**config.mk**
```make
export PLATFORM = sky130hd
export DESIGN_NAME = vbpc_match_unit
export DESIGN_NICKNAME = d
export VERILOG_FILES = /design/src/rtl/vbpc_pkg.sv /design/src/rtl/vbpc_match_unit.sv
export SDC_FILE = /design/constraint.sdc
export NUM_CORES = 1
export LEC_CHECK = 0
export ABC_AREA = 1
export BUFFER_PORTS_ARGS = -buffer_cell sky130_fd_sc_hd__buf_2
export CORE_AREA = 5 5 67 69
export CTS_BUF_LIST = sky130_fd_sc_hd__clkbuf_8
export DETAILED_ROUTE_END_ITERATION = 10
export DIE_AREA = 0 0 72 74
export HOLD_SLACK_MARGIN = 0.02
export SLEW_MARGIN = 20
export SYNTH_ARGS = -nofsm -noshare
export SYNTH_HDL_FRONTEND = slang
export SYNTH_SLANG_ARGS = --single-unit
```
**constraint.sdc**
```tcl
create_clock -name clk -period 14.95 [get_ports clk]
set_input_delay 2.99 -clock clk [delete_from_list [all_inputs] [get_ports clk]]
set_output_delay 2.99 -clock clk [all_outputs]
set_load 0.05 [all_outputs]
```
**src/rtl/vbpc_pkg.sv**
```systemverilog
// vbpc_pkg: shared widths, constants, codes and helpers of the pixel classifier
// used by vbpc_match_unit and vibe_background_pixel_classifier_core
package vbpc_pkg;

	localparam int SAMPLES_PER_PIXEL_DEF = 20;
	localparam int MAX_WIDTH_DEF         = 640;
	localparam int MAX_HEIGHT_DEF        = 480;

	localparam int COORD_W      = 11;
	localparam int PIXEL_W      = 8;
	localparam int SLOT_W       = 5;
	localparam int DRAW_W       = 6;
	localparam int STALE_DRAW_W = 5;
	localparam int PICK_W       = 4;
	localparam int COUNT_W      = 6;
	localparam int RUN_W        = 8;
	localparam int CFG_DIM_W    = 12;
	localparam int RADIUS_W     = 8;
	localparam int REQ_W        = 6;
	localparam int CFG_DATA_W   = 12;
	localparam int CFG_IDX_W    = 2;

	// wide intermediates for pixel index and sample address arithmetic
	localparam int PIX_WIDE_W  = 24;
	localparam int ADDR_WIDE_W = 28;

	localparam logic [RUN_W-1:0] STALE_LIMIT = 8'd50;
	localparam logic [RUN_W-1:0] RUN_MAX     = 8'd255;

	localparam logic [CFG_IDX_W-1:0] CFG_FRAME_WIDTH      = 2'd0;
	localparam logic [CFG_IDX_W-1:0] CFG_FRAME_HEIGHT     = 2'd1;
	localparam logic [CFG_IDX_W-1:0] CFG_MATCH_RADIUS     = 2'd2;
	localparam logic [CFG_IDX_W-1:0] CFG_REQUIRED_MATCHES = 2'd3;

	localparam logic [CFG_DIM_W-1:0] FRAME_WIDTH_RST      = 12'd640;
	localparam logic [CFG_DIM_W-1:0] FRAME_HEIGHT_RST     = 12'd480;
	localparam logic [RADIUS_W-1:0]  MATCH_RADIUS_RST     = 8'd20;
	localparam logic [REQ_W-1:0]     REQUIRED_MATCHES_RST = 6'd2;

	localparam logic FUNC_LOAD     = 1'b0;
	localparam logic FUNC_CLASSIFY = 1'b1;

	typedef struct packed {
		logic start;
		logic valid;
		logic last;
	} match_ctl_t;

	// neighbor offset table, picks above eight give no offset
	function automatic logic signed [1:0] pick_offset(input logic [PICK_W-1:0] pick);
		logic signed [1:0] off;
		case (pick)
			4'd0: off = -2'sd1;
			4'd1: off = 2'sd0;
			4'd2: off = 2'sd1;
			4'd3: off = -2'sd1;
			4'd4: off = 2'sd1;
			4'd5: off = -2'sd1;
			4'd6: off = 2'sd0;
			4'd7: off = 2'sd1;
			4'd8: off = 2'sd0;
			default: off = 2'sd0;
		endcase
		return off;
	endfunction

	function automatic logic [COORD_W-1:0] clamp_coord(input logic [COORD_W-1:0] base,
			input logic signed [1:0] off, input logic [CFG_DIM_W-1:0] limit);
		logic signed [COORD_W+1:0] v;
		logic [CFG_DIM_W-1:0] lim_m1;
		logic [COORD_W-1:0] res;
		v = signed'({2'b00, base}) + (COORD_W+2)'(off);
		lim_m1 = limit - 12'd1;
		if (v < 0) begin
			res = '0;
		end else if (v >= signed'({1'b0, limit})) begin
			res = lim_m1[COORD_W-1:0];
		end else begin
			res = v[COORD_W-1:0];
		end
		return res;
	endfunction

endpackage

```
**src/rtl/vbpc_match_unit.sv**
```systemverilog
// vbpc_match_unit: shared grey-level compare and match counter, one sample a beat
// depends on vbpc_pkg
module vbpc_match_unit (
	input  logic                              clk,
	input  logic                              arst_n,
	input  vbpc_pkg::match_ctl_t              ctl,
	input  logic [vbpc_pkg::PIXEL_W-1:0]      pixel,
	input  logic [vbpc_pkg::PIXEL_W-1:0]      sample,
	input  logic [vbpc_pkg::RADIUS_W-1:0]     radius,
	input  logic [vbpc_pkg::REQ_W-1:0]        required,
	output logic [vbpc_pkg::COUNT_W-1:0]      count,
	output logic                              stop
);

	logic [vbpc_pkg::COUNT_W-1:0] count_q;
	logic [vbpc_pkg::COUNT_W-1:0] count_nx;
	logic [vbpc_pkg::PIXEL_W-1:0] diff;
	logic                         hit;

	always_comb begin
		diff = (pixel >= sample) ? (pixel - sample) : (sample - pixel);
		hit = diff < radius;
		count_nx = count_q + vbpc_pkg::COUNT_W'(hit);
		stop = ctl.valid && ((count_nx >= required) || ctl.last);
	end

	always_ff @(posedge clk or negedge arst_n) begin
		if (!arst_n) begin
			count_q <= '0;
		end else if (ctl.start) begin
			count_q <= '0;
		end else if (ctl.valid) begin
			count_q <= count_nx;
		end
	end

	assign count = count_q;

`ifndef SYNTHESIS
	a_count_below_required: assert property (@(posedge clk) disable iff (!arst_n)
		ctl.valid |-> (count_q < required))
		else $error("match count reached required yet scan continued");
	a_start_clears: assert property (@(posedge clk) disable iff (!arst_n)
		ctl.start |=> (count_q == '0))
		else $error("match count not cleared by start");
	a_count_holds: assert property (@(posedge clk) disable iff (!arst_n)
		(!$past(ctl.start) && !$past(ctl.valid)) |-> $stable(count_q))
		else $error("match count changed without a sample");
`endif

endmodule

```
Yosys cells after proc, flatten, opt, wreduce, memory -nomap -nowiden
Cells that the tools add are included.
{"block": "classes", "n_lt_le_gt_ge": 3, "n_reduce_logical": 3, "n_addsub": 3, "mux": 3}
{"op": "subtractor 8 bit", "n": 2}
{"op": "2-to-1 mux 6 bit", "n": 2}
{"op": ">= comparator 8 bit", "n": 1}
{"op": "< comparator 8 bit", "n": 1}
{"op": "2-to-1 mux 8 bit", "n": 1}
{"op": "adder 6 x 1 -> 6 bit", "n": 1}
{"op": ">= comparator 6 bit", "n": 1}
{"op": "nonzero test 2 bit", "n": 1}
{"op": "logical AND 1 bit", "n": 1}
{"op": "logical OR 1 bit", "n": 1}
{"block": "word_totals", "output_inout_bits": 7, "reg_bits": 6, "word_cells": 13}

Depth between registers and ports, before layout
Gate-level depths: netlist (run 1).
{"block": "depth", "word_depth": 7, "mapped_depth": 27, "ltp_nobuf": 27}

Worst setup path after synthesis (run 1)
OpenSTA, ideal clock, no wires.
{"block": "synth_path", "kind": "input to output", "from": "input pixel[0] in the netlist's numbering", "to": "output stop", "path_stages": 27, "arrival_time_ps": 6827, "path_buffers": 0, "path_slack_ps": 5133, "cell_sequence": "inv_1 > ha_1 > inv_1 > fa_1 > nand3_2 > nand3_2 > nand2_1 > nand2_2 > nor2_4 > nand3_1 > nand2_1 > inv_1 > ha_1 > a21oi_1 > o21ai_0 > a21oi_1 > ha_1 > nand3_1 > nor2_1 > nand2_1 > xor2_1 > inv_1 > ha_1 > nand2_1 > inv_1 > a21oi_1 > a31oi_1"}
{"block": "synth_via", "elab_chain_len": 7}
{"item": "from (decl)", "line_no": "vbpc_match_unit.sv:7", "rtl": "input logic [vbpc_pkg::PIXEL_W-1:0] pixel,"}
{"item": "subtractor 8 bit / >= comparator 8 bit (equally long branches)", "line_no": "vbpc_match_unit.sv:21", "rtl": "diff = (pixel >= sample) ? (pixel - sample) : (sample - pixel);"}
{"item": "2-to-1 mux 8 bit *", "line_no": "vbpc_match_unit.sv:21"}
{"item": "< comparator 8 bit *", "line_no": "vbpc_match_unit.sv:22", "rtl": "hit = diff < radius;"}
{"item": "adder 6 x 1 -> 6 bit *", "line_no": "vbpc_match_unit.sv:23", "rtl": "count_nx = count_q + vbpc_pkg::COUNT_W'(hit);"}
{"item": ">= comparator 6 bit *", "line_no": "vbpc_match_unit.sv:24", "rtl": "stop = ctl.valid && ((count_nx >= required) || ctl.last);"}
{"item": "logical OR 1 bit *", "line_no": "vbpc_match_unit.sv:24"}
{"item": "logical AND 1 bit *", "line_no": "vbpc_match_unit.sv:24"}
{"item": "to (decl)", "line_no": "vbpc_match_unit.sv:12", "rtl": "output logic stop"}
Every way passes the cells marked *; elsewhere a longest branch is shown, timed or not.

Worst setup path in the final report (run 1)
Same ends and word-level chain as after synthesis.

==> results of run 1 <==
final cells by class:
class                           instances  area share [%]
Timing Repair Buffer                   41           11.57
Multi-Input combinational cell        168           61.61
Inverter                               59           12.49
Sequential cell                         6           8.469
Clock buffer                            3           2.329
Tap cell                               50           3.529
metrics by stage:
| stage | hold WS [ns] | cells | utilization [%] |
|---|---|---|---|
| floorplan | 0.8089 | 235 | - |
| global placement | 0.5631 | 324 | 44.91 |
| detailed placement | 0.5659 | 324 | 44.91 |
| CTS | 0.5751 | 327 | 45.98 |
| global route | 0.6106 | 327 | 45.98 |
| finish | 0.5624 | 327 | 45.98 |
per-layer routing:
metal | track usage [%] | wire length [um]
met1 | 14.08 | 1360
met2 | 25.10 | 1676
met3 | 1.216 | 151
met4 | 5.010 | 57
met5 | 0 | 0
cell usage in the layout (no fill, tap or decap):
cell type	synthesis	routed
dfrtp_1	6	6
nand2_2	2	2
a21oi_4	1	1
nor2_4	1	1
clkbuf_8	0	3
a21boi_0	1	1
clkinv_1	1	1
a21oi_1	12	12
a31oi_1	1	1
nand3_1	26	26
inv_1	57	57
inv_2	1	1
nand2_1	59	59
nand3_2	3	3
o21ai_1	2	2
xor2_1	8	8
nor2_1	8	8
xnor2_1	1	1
buf_2	0	41
or2_2	2	2
ha_1	30	30
o22ai_1	1	1
o21ai_0	7	7
fa_1	2	2
o21ai_2	1	1
critical path, delay by kind of cell:
family | cells | cell delay [ns]
adder cells (fa/ha/maj) | 5 | 1.31
AO/OA/AOI/OAI | 5 | 0.54
AND/OR/NAND/NOR | 12 | 1.15
buffers and inverters | 6 | 0.60
XOR/XNOR | 1 | 0.16
logic make-up after synthesis:
| kind of cell | count (synthesis) | share of synthesized area, % |
|---|---|---|
| AO/OA/AOI/OAI | 26 | 10.10 |
| buffers and inverters | 61 | 16.41 |
| XOR/XNOR | 9 | 5.303 |
| flip-flops | 6 | 10.10 |
| AND/OR/NAND/NOR | 101 | 30.13 |
| adder cells (fa/ha/maj) | 32 | 27.95 |
how the worst min path moves through the flow:
stage | slack [ns] | startpoint | to
final | 0.56 | count[0] | count[0]
after global routing | 0.61 | count[1] | count[1]
after CTS | 0.58 | count[0] | count[0]
after detailed placement | 0.57 | count[0] | count[0]
after global placement | 0.56 | count[0] | count[0]
after floorplan | 0.81 | count[1] | count[1]
power groups by stage:
stage                     Clock [uW]  Sequential (uW)  Combinational [uW]
after global routing            26.9             18.5                72.0
after CTS                       26.5             18.3                63.0
final                           26.3             18.2                61.5
after detailed placement           0             18.5                62.7
after floorplan                    0             21.5                43.8
after global placement             0             18.5                62.4
==> results.txt, run 1 <==
total number of vias - 1499
Synth Register Bits - 6
critical path endpoint category - primary output
reg2reg setup slack - 13.59 ns
Multi-input gate area - 1092 sq um
largest net degree at the start of global routing - 10
area delta synth->final - 19.28%
FILL cells - 438
R2R depth - 5
worst skew pair latency - 0.24 ns
Rows - 23
Port Buf Inserts - 41
Avg WL per Cell - 9.924 um
Setup Crit Path Kind - input port to primary output
Sw Pwr - 46.82 uW
r2r endpoint - count[4]
Hold-fix buffers, CTS - 0
Synth Area per Inst - 6.325 sq um
Max Fanout on Critical Path - 8
critical path launch point - pixel[0]
Slew Limit Headroom - 81.80%
hpwl dp - 2937 um
post-route cell area - 1773 sq um
layout net count - 346
Final Hold Fails - 0
# diodes - 0
H-tree lvl count - 1
setup TNS - 0 ns
Fmax - 102.6 MHz
Int Power - 59.26 uW
Tcrit/Tclk final - 65.21%
initial antenna violation count - 0
clk root buf - clkbuf_8
top post-synthesis cells by area - ha_1 25%, nand2_1 15%, inv_1 14%, dfrtp_1 10%, nand3_1 8.8%
die height - 74 um
cts bufs inserted - 3
layout cells sized above 1 - 19.86%
Iter 0 DRT Violations - 47
Required @ worst endpoint - 11.96 ns
hold depth - 2
global route overflow - 0
WL final - 3245 um
Seq/Total Area, Yosys - 10.10%
RSZ-0062 raised after global routing - no
vias per cell - 4.584
WP data arrival - 6.76 ns
Die W - 72 um
class of the worst hold path - flip-flop to flip-flop
power share of the clock group - 24.8%
Worst Max-Slew Pin Slew - 0.2731 ns
crit path launch type - input port
Power, Total - 106.1 uW
combinational power share - 58.0%
status - finished clean
CP endpoint - stop
CTS tree - done
Final GP Congestion - 0.8292
Sequential Power Share - 17.2%
Post-synth ARST share - 100.0%
Die Area - 5328 sq um
placed cell area - 1732 sq um
Antenna Violating Nets Remaining - 0
vias in the first global route - 1393
cell taking the most area after synthesis - ha_1
top post-synthesis cells by count - 59 x nand2_1, 57 x inv_1, 30 x ha_1, 26 x nand3_1, 12 x a21oi_1
CTS sink cnt - 6
Worst-path clk slew - 0.04 ns
pwr dens - 59.83 nW/um^2
Syn Std Cell Area - 1486 sq um
max reg flops - 6
Ports - 42
CTS resizes - 0
initial cell density of the core - 38.55%
Top FF cell, synth - dfrtp_1
sw frac - 44.14%
Clock Skew - 0.005666 ns
unique cell type count in the Yosys netlist - 24
number of flops mapped to enable cells by yosys - 0
Synthesis Warnings - 0
Core ar. - 3856 sq um
GRT Overall Usage - 12.78%
Max rail drop VDD - 0.02112 mV
Setup Buffers After CTS - 0
max incr delay on CP - 0.41 ns
fin worst setup slack - 5.202 ns
Yosys top cell area share - 25.25%
Synth Instances - 235
Crit-path slowest cell - fa_1
DRC - 0
DRT Pass-1 Iters - 4
worst r2r src - count[0]
Max Cap Viol - 0
Final setup violation count - 0
DP Worst Slack - 5.157 ns
Syn Nets - 302
most common cell in the synthesized netlist - nand2_1
first-pass GRT wire length - 5506 um
register area - 150.1 sq um
Pleak - 0.001164 uW
minimum clock period - 9.748 ns
clk buf depth - 2
Pins Over Slew Limit - 0
No activity file was read; power rests on OpenSTA's default activity.
==> inputs of run 2 (changes only) <==
- clock period: 14.95 -> 10 ns (I/O delays scaled with it)
==> results.txt, run 2 (synthesized netlist as in run 1, its figures left out) <==
WL final - 3199 um (was 3245 um)
vias in the first global route - 1428 (was 1393)
crit path launch type - input port (unchanged)
Die W - 72 um (unchanged)
initial antenna violation count - 0 (unchanged)
class of the worst hold path - flip-flop to flip-flop (unchanged)
reg2reg setup slack - 8.65 ns (was 13.59 ns)
Final GP Congestion - 0.8296 (was 0.8292)
status - finished clean (unchanged)
global route overflow - 0 (unchanged)
Rows - 23 (unchanged)
Clock Skew - 0.005799 ns (was 0.005666 ns)
Tcrit/Tclk final - 77.79%
Setup Crit Path Kind - input port to primary output (unchanged)
RSZ-0062 raised after global routing - no (unchanged)
Avg WL per Cell - 9.783 um (was 9.924 um)
Max Cap Viol - 0 (unchanged)
Inst Count DP - 324 (unchanged)
Worst path depth - 29 (unchanged)
CTS sink cnt - 6 (unchanged)
minimum clock period - 7.779 ns
vias per cell - 4.550 (was 4.584)
WP data arrival - 5.78 ns (was 6.76 ns)
Worst-path clk slew - 0.04 ns (about the same)
CTS resizes - 0 (unchanged)
Required @ worst endpoint - 8.00 ns (was 11.96 ns)
Max rail drop VDD - 0.02924 mV (was 0.02112 mV)
Final setup violation count - 0 (unchanged)
r2r endpoint - count[4] (unchanged)
non-filler cells in the finished layout - 327 (unchanged)
Ports - 42 (unchanged)
Fmax - 128.6 MHz
setup TNS - 0 ns (unchanged)
initial cell density of the core - 38.55% (unchanged)
final core utilization - 45.98% (unchanged)
cts bufs inserted - 3 (unchanged)
# diodes - 0 (unchanged)
layout net count - 346 (unchanged)
GRT Overall Usage - 12.24% (was 12.78%)
Die Area - 5328 sq um (unchanged)
Antenna Violating Nets Remaining - 0 (unchanged)
Hold-fix buffers, CTS - 0 (unchanged)
clk buf depth - 2 (unchanged)
critical path endpoint category - primary output (unchanged)
Pins Over Slew Limit - 0 (unchanged)
Final Hold Fails - 0 (unchanged)
Port Buf Inserts - 41 (unchanged)
hpwl dp - 2897 um (was 2937 um)
Buf/Inv on CP - 6 (unchanged)
critical path launch point - pixel[0] (unchanged)
max incr delay on CP - 0.41 ns (about the same)
Iter 0 DRT Violations - 26 (was 47)
worst r2r src - count[0] (unchanged)
area delta synth->final - 19.28% (unchanged)
layout cells sized above 1 - 19.86% (unchanged)
Max Fanout on Critical Path - 8 (unchanged)
Crit path max-delay family - adder cells (unchanged)
Setup Buffers After CTS - 0 (unchanged)
largest net degree at the start of global routing - 10 (unchanged)
R2R depth - 5 (unchanged)
H-tree lvl count - 1 (unchanged)
die height - 74 um (unchanged)
max reg flops - 6 (unchanged)
Worst Max-Slew Pin Slew - 0.2959 ns (was 0.2731 ns)
DRC - 0 (unchanged)
placed cell area - 1732 sq um (unchanged)
leading cell type in the layout, fill and taps excluded - nand2_1 (unchanged)
Core ar. - 3856 sq um (unchanged)
Slew Limit Headroom - 80.07% (was 81.80%)
most frequent cells in the layout - 59 x nand2_1, 57 x inv_1, 41 x buf_2, 30 x ha_1, 26 x nand3_1 (unchanged)
Crit-path slowest cell - fa_1 (unchanged)
Pleak - 0.001164 uW (unchanged)
worst skew pair latency - 0.23 ns (was 0.24 ns)
CP endpoint - stop (unchanged)
DRT Pass-1 Iters - 4 (unchanged)
post-route cell area - 1773 sq um (unchanged)
first-pass GRT wire length - 5333 um (was 5506 um)
pwr dens - 88.74 nW/um^2 (was 59.83 nW/um^2)
clk root buf - clkbuf_8 (unchanged)
CTS tree - done (unchanged)
total number of vias - 1488 (was 1499)
-- run 2: cell type report --
| cell class | instances | area [sq um] |
|---|---|---|
| Multi-Input combinational cell | 168 | 1092 |
| Fill cell | 441 | 2083 |
| Inverter | 59 | 221.5 |
| Timing Repair Buffer | 41 | 205.2 |
| Clock buffer | 3 | 41.29 |
| Sequential cell | 6 | 150.1 |
| Tap cell | 50 | 62.56 |
-- run 2: worst min-delay path by stage --
stage | start | end | slack, ns | depth (start not counted)
2_1_floorplan | count[1] | count[1] | 0.81 | 2
3_3_place_gp | count[0] | count[0] | 0.56 | 2
3_5_place_dp | count[5] | count[5] | 0.55 | 2
4_1_cts | count[5] | count[5] | 0.57 | 2
5_1_grt | count[0] | count[0] | 0.60 | 2
6_report | count[0] | count[0] | 0.56 | 2
-- run 2: worst min-delay path, stage by stage, from the launching register on --
cell,delay [ns]
dfrtp_1,0.37
nand3_1,0.08
o21ai_0,0.07
-- run 2: routing by layer --
layer | vias up | routed length, um | track usage [%]
met3 | 6 | 155 | 1.351
met1 | 639 | 1336 | 12.77
met4 | 0 | 51 | 4.384
li1 | 814 | - | -
met2 | 29 | 1655 | 25.00
met5 | - | 0 | 0
-- run 2: metrics by stage --
| step | hold WS (ns) | setup slack (ns) | power (uW) |
|---|---|---|---|
| after floorplan | 0.8089 | 2.163 | 97.66 |
| after global placement | 0.5631 | 2.205 | 120.9 |
| after detailed placement | 0.5537 | 2.159 | 121.6 |
| after CTS | 0.5650 | 2.152 | 159.5 |
| after global routing | 0.5960 | 1.787 | 176.0 |
| final | 0.5638 | 2.221 | 157.3 |
-- run 2: report_power, final --
| part | internal, uW | total, uW | switching [uW] |
|---|---|---|---|
| registers | 25.8 | 27.3 | 1.50 |
| logic | 36.7 | 92.2 | 55.5 |
| clock network | 26.0 | 37.9 | 11.9 |
| total | 88.5 | 157 | 68.8 |
